--- src/rtl/fpdm_pkg.sv ---
`default_nettype none

package fpdm_pkg;

   localparam int MAX_PWM_BITS_DEF = 16;

   localparam int PCT_W  = 7;
   localparam int DUTY_W = 16;

   localparam logic [PCT_W-1:0] PCT_MAX = 7'd100;

   // command codes
   localparam logic [1:0] OP_SET_BRIGHT = 2'd0;
   localparam logic [1:0] OP_SET_MIX    = 2'd1;
   localparam logic [1:0] OP_OFF        = 2'd2;
   localparam logic [1:0] OP_ON         = 2'd3;

   // register indexes
   localparam logic [1:0] CSR_PWM_BITS     = 2'd0;
   localparam logic [1:0] CSR_ACTIVE_HIGH  = 2'd1;
   localparam logic [1:0] CSR_DUAL_CHANNEL = 2'd2;
   localparam logic [1:0] CSR_PERCEPTUAL   = 2'd3;

   localparam logic [4:0] PWM_BITS_RST = 5'd10;
   localparam logic [PCT_W-1:0] REMEMBERED_RST = 7'd100;

   // divide by 100: every numerator on this path is below 2^23, and
   // (x * ceil(2^30 / 100)) >> 30 is exact there
   localparam int          PCT_NUM_W   = 23;
   localparam int          RECIP_W     = 24;
   localparam int          RECIP_SHIFT = 30;
   localparam logic [RECIP_W-1:0] RECIP_100 = 24'd10737419;

   // divide by 65535: high half plus a correction of 0..2
   localparam logic [DUTY_W:0] DIV_FULL_ONE = 17'd65535;
   localparam logic [DUTY_W:0] DIV_FULL_TWO = 17'd131070;

   localparam logic [DUTY_W-1:0] ROUND_GAMMA = 16'd32767;
   localparam logic [DUTY_W-1:0] ROUND_PCT   = 16'd50;

   typedef enum logic [2:0] {
      ST_IDLE,
      ST_PCT_COOL,
      ST_PCT_WARM,
      ST_DUTY_COOL,
      ST_DUTY_WARM,
      ST_GAMMA,
      ST_SPLIT,
      ST_DONE
   } fpdm_state_type;

   // (a * b + addend) / 65535 when by_full, else / 100
   typedef struct packed {
      logic              start;
      logic              by_full;
      logic [DUTY_W-1:0] a;
      logic [DUTY_W-1:0] b;
      logic [DUTY_W-1:0] addend;
   } div_cmd_type;

   typedef struct packed {
      logic              done;
      logic [DUTY_W-1:0] quotient;
   } div_rsp_type;

   localparam logic [DUTY_W-1:0] GAMMA_ROM [0:100] = '{
      16'd0,     16'd32,    16'd101,   16'd197,   16'd318,   16'd460,   16'd622,
      16'd803,   16'd1001,  16'd1217,  16'd1449,  16'd1697,  16'd1960,  16'd2237,
      16'd2529,  16'd2835,  16'd3155,  16'd3488,  16'd3834,  16'd4193,  16'd4565,
      16'd4949,  16'd5345,  16'd5753,  16'd6173,  16'd6604,  16'd7047,  16'd7502,
      16'd7967,  16'd8444,  16'd8931,  16'd9429,  16'd9938,  16'd10457, 16'd10987,
      16'd11527, 16'd12077, 16'd12638, 16'd13208, 16'd13789, 16'd14379, 16'd14979,
      16'd15588, 16'd16208, 16'd16836, 16'd17474, 16'd18122, 16'd18779, 16'd19445,
      16'd20120, 16'd20804, 16'd21497, 16'd22200, 16'd22911, 16'd23631, 16'd24360,
      16'd25097, 16'd25843, 16'd26598, 16'd27362, 16'd28134, 16'd28914, 16'd29703,
      16'd30500, 16'd31306, 16'd32120, 16'd32942, 16'd33772, 16'd34611, 16'd35457,
      16'd36312, 16'd37175, 16'd38045, 16'd38924, 16'd39811, 16'd40705, 16'd41608,
      16'd42518, 16'd43436, 16'd44361, 16'd45295, 16'd46236, 16'd47185, 16'd48141,
      16'd49105, 16'd50076, 16'd51055, 16'd52042, 16'd53036, 16'd54037, 16'd55046,
      16'd56062, 16'd57086, 16'd58117, 16'd59155, 16'd60200, 16'd61253, 16'd62313,
      16'd63380, 16'd64454, 16'd65535
   };

   function automatic logic [DUTY_W-1:0] gamma_lookup(input logic [PCT_W-1:0] idx);
      logic [DUTY_W-1:0] g;
      if (idx > PCT_MAX) begin
         g = '0;
      end else begin
         g = GAMMA_ROM[idx];
      end
      return g;
   endfunction

endpackage

`default_nettype wire

--- src/rtl/fpdm_muldiv.sv ---
`default_nettype none

// Multiply-add and constant divide in steps: numerator, then reciprocal
// product (/100) or high-half fold (/65535), then shift or 0..2 correction.
module fpdm_muldiv (
   input  wire logic                 clock,
   input  wire logic                 reset,
   input  wire fpdm_pkg::div_cmd_type cmd,
   output fpdm_pkg::div_rsp_type      rsp
);

   localparam int DW  = fpdm_pkg::DUTY_W;
   localparam int NW  = fpdm_pkg::PCT_NUM_W;
   localparam int PRW = fpdm_pkg::PCT_NUM_W + fpdm_pkg::RECIP_W;

   logic           ph1_ff, ph1_in;
   logic           ph2_ff, ph2_in;
   logic           full_ff, full_in;
   logic [31:0]    num_ff, num_in;
   logic [PRW-1:0] prod_ff, prod_in;
   logic [DW-1:0]  q0_ff, q0_in;
   logic [DW:0]    rem_ff, rem_in;
   logic [1:0]     corr;

   always_comb begin
      ph1_in  = cmd.start;
      ph2_in  = ph1_ff;
      full_in = cmd.start ? cmd.by_full : full_ff;
      num_in  = cmd.start ? 32'(cmd.a) * 32'(cmd.b) + 32'(cmd.addend) : num_ff;
      prod_in = num_ff[NW-1:0] * fpdm_pkg::RECIP_100;
      // x = q0 * 65536 + lo, so x - q0 * 65535 = lo + q0
      q0_in   = num_ff[31:16];
      rem_in  = {1'b0, num_ff[15:0]} + {1'b0, num_ff[31:16]};
      corr    = {1'b0, rem_ff >= fpdm_pkg::DIV_FULL_ONE}
              + {1'b0, rem_ff >= fpdm_pkg::DIV_FULL_TWO};
   end

   always_ff @(posedge clock) begin
      if (reset) begin
         ph1_ff <= 1'b0;
         ph2_ff <= 1'b0;
      end else begin
         ph1_ff <= ph1_in;
         ph2_ff <= ph2_in;
      end
   end

   always_ff @(posedge clock) begin
      full_ff <= full_in;
      num_ff  <= num_in;
      prod_ff <= prod_in;
      q0_ff   <= q0_in;
      rem_ff  <= rem_in;
   end

   assign rsp.done     = ph2_ff;
   assign rsp.quotient = full_ff ? q0_ff + DW'(corr)
                                 : prod_ff[fpdm_pkg::RECIP_SHIFT +: DW];

endmodule

`default_nettype wire

--- src/rtl/frontlight_pwm_duty_mixer.sv ---
`default_nettype none

// Steps in the shared unit: linear single, cool duty; linear dual, cool and warm
// percent then cool and warm duty; perceptual single, gamma; dual, gamma then split.
// Step: multiply-add, then reciprocal product or 16-bit fold, then shift or correct.
// One item at a time: req_stall is high from accept until the result is taken, so
// a new command waits until the result for the last one has been taken.
// Synchronous active-high reset: brightness 0, mix 0, remembered 100, pwm_bits 10.
module frontlight_pwm_duty_mixer #(
   parameter int MAX_PWM_BITS = fpdm_pkg::MAX_PWM_BITS_DEF
) (
   input  wire logic        clock,
   input  wire logic        reset,

   input  wire logic        req_valid,
   output logic             req_stall,
   input  wire logic [1:0]  req_opcode,
   input  wire logic [7:0]  req_value,

   output logic             rsp_valid,
   input  wire logic        rsp_stall,
   output logic [15:0]      rsp_cool_duty,
   output logic [15:0]      rsp_warm_duty,
   output logic             rsp_warm_driven,

   input  wire logic        psel,
   input  wire logic        penable,
   input  wire logic        pwrite,
   input  wire logic [3:0]  paddr,
   input  wire logic [31:0] pwdata,
   output logic [31:0]      prdata,
   output logic             pready
);

   localparam int PW = fpdm_pkg::PCT_W;
   localparam int DW = fpdm_pkg::DUTY_W;

   // ---------------------------------------------------------------------
   // Configuration registers
   // ---------------------------------------------------------------------
   logic [4:0] pwm_bits_ff, pwm_bits_in;
   logic       active_high_ff, active_high_in;
   logic       dual_ff, dual_in;
   logic       percep_ff, percep_in;
   logic       csr_write;

   assign pready    = 1'b1;
   assign csr_write = psel && penable && pwrite && pready;

   always_comb begin
      pwm_bits_in    = pwm_bits_ff;
      active_high_in = active_high_ff;
      dual_in        = dual_ff;
      percep_in      = percep_ff;
      if (csr_write) begin
         case (paddr[3:2])
            fpdm_pkg::CSR_PWM_BITS:     pwm_bits_in    = pwdata[4:0];
            fpdm_pkg::CSR_ACTIVE_HIGH:  active_high_in = pwdata[0];
            fpdm_pkg::CSR_DUAL_CHANNEL: dual_in        = pwdata[0];
            fpdm_pkg::CSR_PERCEPTUAL:   percep_in      = pwdata[0];
            default: ;
         endcase
      end
   end

   always_comb begin
      case (paddr[3:2])
         fpdm_pkg::CSR_PWM_BITS:     prdata = {27'd0, pwm_bits_ff};
         fpdm_pkg::CSR_ACTIVE_HIGH:  prdata = {31'd0, active_high_ff};
         fpdm_pkg::CSR_DUAL_CHANNEL: prdata = {31'd0, dual_ff};
         fpdm_pkg::CSR_PERCEPTUAL:   prdata = {31'd0, percep_ff};
         default:                    prdata = '0;
      endcase
   end

   // ---------------------------------------------------------------------
   // Full scale: 2^bits - 1, bits clamped to 1..MAX_PWM_BITS
   // ---------------------------------------------------------------------
   logic [4:0]              bits_eff;
   logic [MAX_PWM_BITS:0]   one_shl;
   logic [MAX_PWM_BITS-1:0] full_scale;
   logic [DW-1:0]           full16;

   always_comb begin
      if (pwm_bits_ff == 5'd0) begin
         bits_eff = 5'd1;
      end else if (pwm_bits_ff > 5'(MAX_PWM_BITS)) begin
         bits_eff = 5'(MAX_PWM_BITS);
      end else begin
         bits_eff = pwm_bits_ff;
      end
      one_shl    = (MAX_PWM_BITS + 1)'(1) << bits_eff;
      full_scale = MAX_PWM_BITS'(one_shl - (MAX_PWM_BITS + 1)'(1));
      full16     = DW'(full_scale);
   end

   // ---------------------------------------------------------------------
   // Sequencer and datapath registers
   // ---------------------------------------------------------------------
   fpdm_pkg::fpdm_state_type state_ff, state_in;
   logic          launch_ff, launch_in;
   logic [PW-1:0] bright_ff, bright_in;
   logic [PW-1:0] mix_ff, mix_in;
   logic [PW-1:0] remem_ff, remem_in;
   logic [PW-1:0] cool_pct_ff, cool_pct_in;
   logic [PW-1:0] warm_pct_ff, warm_pct_in;
   logic [DW-1:0] cool_ff, cool_in;
   logic [DW-1:0] warm_ff, warm_in;

   fpdm_pkg::div_cmd_type div_cmd;
   fpdm_pkg::div_rsp_type div_rsp;

   logic          req_accept;
   logic          rsp_accept;
   logic          computing;
   logic [PW-1:0] val_clamped;
   logic [DW-1:0] gamma_total;

   assign req_stall  = (state_ff != fpdm_pkg::ST_IDLE);
   assign req_accept = req_valid && !req_stall;
   assign rsp_valid  = (state_ff == fpdm_pkg::ST_DONE);
   assign rsp_accept = rsp_valid && !rsp_stall;
   assign computing  = (state_ff != fpdm_pkg::ST_IDLE) && (state_ff != fpdm_pkg::ST_DONE);

   assign val_clamped = (req_value > 8'(fpdm_pkg::PCT_MAX)) ? fpdm_pkg::PCT_MAX
                                                           : req_value[PW-1:0];

   // next state
   always_comb begin
      state_in = state_ff;
      case (state_ff)
         fpdm_pkg::ST_IDLE: begin
            if (req_accept) begin
               if (percep_ff) begin
                  state_in = fpdm_pkg::ST_GAMMA;
               end else if (dual_ff) begin
                  state_in = fpdm_pkg::ST_PCT_COOL;
               end else begin
                  state_in = fpdm_pkg::ST_DUTY_COOL;
               end
            end
         end
         fpdm_pkg::ST_PCT_COOL: begin
            if (div_rsp.done) state_in = fpdm_pkg::ST_PCT_WARM;
         end
         fpdm_pkg::ST_PCT_WARM: begin
            if (div_rsp.done) state_in = fpdm_pkg::ST_DUTY_COOL;
         end
         fpdm_pkg::ST_DUTY_COOL: begin
            if (div_rsp.done) begin
               state_in = dual_ff ? fpdm_pkg::ST_DUTY_WARM : fpdm_pkg::ST_DONE;
            end
         end
         fpdm_pkg::ST_DUTY_WARM: begin
            if (div_rsp.done) state_in = fpdm_pkg::ST_DONE;
         end
         fpdm_pkg::ST_GAMMA: begin
            if (div_rsp.done) begin
               state_in = dual_ff ? fpdm_pkg::ST_SPLIT : fpdm_pkg::ST_DONE;
            end
         end
         fpdm_pkg::ST_SPLIT: begin
            if (div_rsp.done) state_in = fpdm_pkg::ST_DONE;
         end
         fpdm_pkg::ST_DONE: begin
            if (rsp_accept) state_in = fpdm_pkg::ST_IDLE;
         end
         default: state_in = fpdm_pkg::ST_IDLE;
      endcase
   end

   // Total duty from the gamma step; nonzero brightness never rounds to 0.
   always_comb begin
      if (bright_ff == '0) begin
         gamma_total = '0;
      end else if (div_rsp.quotient == '0) begin
         gamma_total = DW'(1);
      end else begin
         gamma_total = div_rsp.quotient;
      end
   end

   // outputs: unit operands and datapath updates
   always_comb begin
      bright_in   = bright_ff;
      mix_in      = mix_ff;
      remem_in    = remem_ff;
      cool_pct_in = cool_pct_ff;
      warm_pct_in = warm_pct_ff;
      cool_in     = cool_ff;
      warm_in     = warm_ff;

      div_cmd.start   = computing && !launch_ff;
      div_cmd.by_full = 1'b0;
      div_cmd.a       = '0;
      div_cmd.b       = '0;
      div_cmd.addend  = '0;

      if (!computing) begin
         launch_in = 1'b0;
      end else if (div_rsp.done) begin
         launch_in = 1'b0;
      end else begin
         launch_in = 1'b1;
      end

      case (state_ff)
         fpdm_pkg::ST_IDLE: begin
            if (req_accept) begin
               case (req_opcode)
                  fpdm_pkg::OP_SET_BRIGHT: begin
                     bright_in = val_clamped;
                     if (val_clamped != '0) remem_in = val_clamped;
                  end
                  fpdm_pkg::OP_SET_MIX: mix_in    = val_clamped;
                  fpdm_pkg::OP_OFF:     bright_in = '0;
                  fpdm_pkg::OP_ON:      bright_in = remem_ff;
                  default: ;
               endcase
               // single channel, linear: cool percent is the brightness itself
               cool_pct_in = bright_in;
            end
         end
         fpdm_pkg::ST_PCT_COOL: begin
            div_cmd.a = DW'(bright_ff);
            div_cmd.b = DW'(fpdm_pkg::PCT_MAX - mix_ff);
            if (div_rsp.done) cool_pct_in = PW'(div_rsp.quotient);
         end
         fpdm_pkg::ST_PCT_WARM: begin
            div_cmd.a = DW'(bright_ff);
            div_cmd.b = DW'(mix_ff);
            if (div_rsp.done) warm_pct_in = PW'(div_rsp.quotient);
         end
         fpdm_pkg::ST_DUTY_COOL: begin
            div_cmd.a = DW'(cool_pct_ff);
            div_cmd.b = full16;
            if (div_rsp.done) cool_in = div_rsp.quotient;
         end
         fpdm_pkg::ST_DUTY_WARM: begin
            div_cmd.a = DW'(warm_pct_ff);
            div_cmd.b = full16;
            if (div_rsp.done) warm_in = div_rsp.quotient;
         end
         fpdm_pkg::ST_GAMMA: begin
            div_cmd.a       = full16;
            div_cmd.b       = fpdm_pkg::gamma_lookup(bright_ff);
            div_cmd.addend  = fpdm_pkg::ROUND_GAMMA;
            div_cmd.by_full = 1'b1;
            if (div_rsp.done) begin
               cool_in = gamma_total;
               warm_in = '0;
            end
         end
         fpdm_pkg::ST_SPLIT: begin
            // warm gets the rounded share of the total, cool the rest
            div_cmd.a      = cool_ff;
            div_cmd.b      = DW'(mix_ff);
            div_cmd.addend = fpdm_pkg::ROUND_PCT;
            if (div_rsp.done) begin
               warm_in = div_rsp.quotient;
               cool_in = cool_ff - div_rsp.quotient;
            end
         end
         fpdm_pkg::ST_DONE: ;
         default: ;
      endcase
   end

   always_ff @(posedge clock) begin
      if (reset) begin
         state_ff       <= fpdm_pkg::ST_IDLE;
         launch_ff      <= 1'b0;
         bright_ff      <= '0;
         mix_ff         <= '0;
         remem_ff       <= fpdm_pkg::REMEMBERED_RST;
         pwm_bits_ff    <= fpdm_pkg::PWM_BITS_RST;
         active_high_ff <= 1'b1;
         dual_ff        <= 1'b0;
         percep_ff      <= 1'b0;
      end else begin
         state_ff       <= state_in;
         launch_ff      <= launch_in;
         bright_ff      <= bright_in;
         mix_ff         <= mix_in;
         remem_ff       <= remem_in;
         pwm_bits_ff    <= pwm_bits_in;
         active_high_ff <= active_high_in;
         dual_ff        <= dual_in;
         percep_ff      <= percep_in;
      end
   end

   always_ff @(posedge clock) begin
      cool_pct_ff <= cool_pct_in;
      warm_pct_ff <= warm_pct_in;
      cool_ff     <= cool_in;
      warm_ff     <= warm_in;
   end

   // Shared multiply-add / divide unit
   fpdm_muldiv u_muldiv (
      .clock (clock),
      .reset (reset),
      .cmd   (div_cmd),
      .rsp   (div_rsp)
   );

   // ---------------------------------------------------------------------
   // Result: active-low LEDs get full scale minus duty; warm is 0 when absent
   // ---------------------------------------------------------------------
   assign rsp_cool_duty   = active_high_ff ? cool_ff : full16 - cool_ff;
   assign rsp_warm_duty   = !dual_ff       ? '0
                          : active_high_ff ? warm_ff : full16 - warm_ff;
   assign rsp_warm_driven = dual_ff;

endmodule

`default_nettype wire

--- config.mk ---
export PLATFORM = sky130hd
export DESIGN_NAME = frontlight_pwm_duty_mixer
export DESIGN_NICKNAME = d
export VERILOG_FILES = /design/src/rtl/fpdm_pkg.sv /design/src/rtl/fpdm_muldiv.sv /design/src/rtl/frontlight_pwm_duty_mixer.sv
export SDC_FILE = /design/constraint.sdc
export NUM_CORES = 2
export LEC_CHECK = 0
export CORE_MARGIN = 8
export CORE_UTILIZATION = 40
export CTS_CLUSTER_DIAMETER = 80
export DETAILED_ROUTE_END_ITERATION = 8
export DONT_BUFFER_PORTS = 1
export SYNTH_ARGS = -nofsm -noshare
export SYNTH_HDL_FRONTEND = slang
export SYNTH_SLANG_ARGS = --single-unit
--- constraint.sdc ---
create_clock -name clock -period 12.35 [get_ports clock]
set_input_delay 2.47 -clock clock [delete_from_list [all_inputs] [get_ports clock]]
set_output_delay 2.47 -clock clock [all_outputs]
set_load 0.05 [all_outputs]
==> impl_metrics.ini <==
[layout]
final_core_utilization = 0.424
final_area_um2 = 31500
nets = 4228
drive_above_1_share = 0.0390
antenna_cells = 0
area_delta_synth_final_pct = 5.25

[yosys]
synthMostInstantiatedCell = inv_1
yosysWarnings = 0
synthTopCellsByCount = inv_1, ha_1, fa_1
yosysSeqAreaShare = 0.136
synth_cell_types = 83
synth_area_per_cell_um2 = 8.77
syn-cell-area_um2 = 29900
synth_edf_count = 79
synth_area_leaders = fa_1, ha_1, inv_1, edfxtp_1, dfxtp_1
synth_seq_cells = 163
synth_flop_cell = dfxtp_1
syn-instance-count = 3411
synth_top_cell_by_area = fa_1
yosys.area.top_type_share = 0.274
postSynth.asyncResetShare = 0

[worst_setup_path]
r2r_slack_ns = 2.15
path_class = flip-flop to flip-flop
slowest_stage = o221ai_1
end_kind = flip-flop
timing.rr.start = bright_ff[0]
reg2reg_depth = 33
timing.rr.end = u_muldiv.num_ff[30]
crit_arrival_ns = 10.40
path_delay_family = adder cells
crit_end = u_muldiv.num_ff[30]
critPathMaxFanout = 18
max_stage_delay_ns = 1.00
path_depth = 33
worst-path-buf-inv = 7
startpoint = bright_ff[0]
worstSetupStartpointType = flip-flop
required_ns = 12.55

[detailed_routing]
first_iter_violations = 1772
routed_wl_um = 78900
vias = 23000
wl_per_cell_um = 18.3
viasPerCell = 5.32
route.detailed.drc = 0
drtPass1Iterations = 8
antenna_left = 0

[timing]
setup_viol = 0
finalCritPeriodShare = 0.826
holdWs_ns = 0.406
period_minus_slack_ns = 10.20
maxSlewHeadroom = 0.153
slew_violations = 0
finClkSkew_ns = 0.00837
fmax_ghz = 0.0980
finalSetupTns_ns = 0
finalHoldViolations = 0
grt_setup_unrepaired = false
worstMarginPinSlew_ns = 1.27

[placement]
gp_congestion = 0.884
hpwlAfterDp_um = 63700
io_buffers = 0
dpl_cell_area_um2 = 30900

[global_route]
grt_pass1_vias = 22700
antenna_found_initial = 1
grt_overflow = 0
grt_use_total = 0.189
grt_max_degree = 65
grt_pass1_wl_um = 125000

[floorplanning]
die_w_um = 289
coreArea_um2 = 74200
rows = 100
dieArea_um2 = 83800
start_util = 0.403
die_y_um = 289
io_pins = 121

[run_status]
status = complete, no violations

[clock_tree]
htree_levels = 4
cts-root-buf = clkbuf_16
clk_pin_slew_ns = 0.07
cts_tree = done
cts_hold_buf = 0
post_cts_buffers = 0
clk_path_buf_depth = 2
numClockSinks = 163
cts_inserted_buffers = 17
clk_latency_ns = 0.44
cts-resized-gates = 0

[job]
drv_cap = 0

[min_path]
hold_path_class = flip-flop to flip-flop
holdCritStartpoint = u_muldiv.num_ff[28]
-- flip-flops by register name (all words and copies together) (netlist names), 3 cells and up --
signal / flops
u_muldiv.num_ff: 32
pwm_bits_ff: 5
u_muldiv.prod_ff: 16
u_muldiv.q0_ff: 16
warm_ff: 16
cool_pct_ff: 7
bright_ff: 7
state_ff: 3
mix_ff: 7
u_muldiv.rem_ff: 17
cool_ff: 16
remem_ff: 7
warm_pct_ff: 7
-- worst reg2reg max path: cells and delay by family (launching register included) --
family	cells	cell delay, ns
flip-flops	1	0.30
adder cells (fa/ha/maj)	8	4.15
AO/OA/AOI/OAI	9	2.37
buffers and inverters	7	0.83
AND/OR/NAND/NOR	8	2.22
XOR/XNOR	1	0.08
-- cell families after synthesis --
| logic type | after synthesis | synth area share |
|---|---|---|
| simple gates | 874 | 0.134 |
| fa+ha+maj | 832 | 0.451 |
| flops | 163 | 0.136 |
| other cells | 2 | 0.000251 |
| compound gates | 580 | 0.125 |
| buf+inv | 808 | 0.107 |
| mux | 40 | 0.0149 |
| xor+xnor | 112 | 0.0328 |
-- layer usage --
metal | GRT usage | share of wire
met1 | 0.270 | 0.46
met3 | 0.0318 | 0.069
met5 | 0 | 0.00022
met4 | 0.0409 | 0.017
met2 | 0.297 | 0.45
-- cells in the final DEF, fill, tap and decap left out, types with 10 or more instances in the layout --
cell type | netlist | final
nor3_1 | 54 | 53
edfxtp_1 | 79 | 79
o21a_1 | 13 | 13
and3_1 | 13 | 13
and2_1 | 87 | 87
ha_1 | 423 | 423
a21o_1 | 32 | 32
a211oi_1 | 31 | 31
o21ai_1 | 8 | 19
buf_4 | 29 | 47
o22ai_1 | 17 | 17
inv_1 | 644 | 644
nor2b_1 | 38 | 38
a22oi_1 | 13 | 13
fa_1 | 409 | 409
o21ai_0 | 144 | 133
a221oi_1 | 11 | 10
or3_1 | 20 | 20
clkbuf_16 | 0 | 18
dfxtp_1 | 84 | 79
o211ai_1 | 13 | 13
nand2b_1 | 21 | 21
nand2_1 | 332 | 332
or2_2 | 10 | 10
a211o_1 | 11 | 11
nand3_1 | 49 | 49
conb_1 | 2 | 31
a31oi_1 | 23 | 23
nor2_1 | 212 | 211
nand4_1 | 12 | 12
xor2_1 | 36 | 36
mux2i_1 | 30 | 30
a221o_1 | 11 | 11
a21oi_1 | 158 | 158
xnor2_1 | 76 | 76
-- how the worst min path moves through the flow --
stage,endpoint,cells past startpoint
after floorplan,u_muldiv.q0_ff[10],0
after global placement,u_muldiv.q0_ff[14],0
after detailed placement,u_muldiv.q0_ff[12],0
after CTS,u_muldiv.q0_ff[12],0
after global routing,u_muldiv.q0_ff[12],0
final,u_muldiv.q0_ff[12],0
-- stage by stage --
| step | worst slack [ns] | instances |
|---|---|---|
| 6_report | 2.15 | 4325 |
| 5_1_grt | 1.85 | 4325 |
| 4_1_cts | 2.29 | 4325 |
| 3_5_place_dp | 2.30 | 4293 |
| 3_3_place_gp | 2.42 | 4293 |
| 2_1_floorplan | 3.88 | 3440 |
-- cell type report --
| class | instances | area (um^2) |
|---|---|---|
| clock buffers | 19 | 464 |
| clock inverters | 13 | 109 |
| flip-flops and latches | 163 | 4060 |
| fillers | 7383 | 42700 |
| multi-input cells | 2469 | 22900 |
| well taps | 969 | 1210 |
| inverters | 645 | 2420 |
| repair buffers | 47 | 353 |
Power is left out: the tool's default activity adds up to more than one toggle a clock period on the data nets, which glitch-free logic cannot reach.
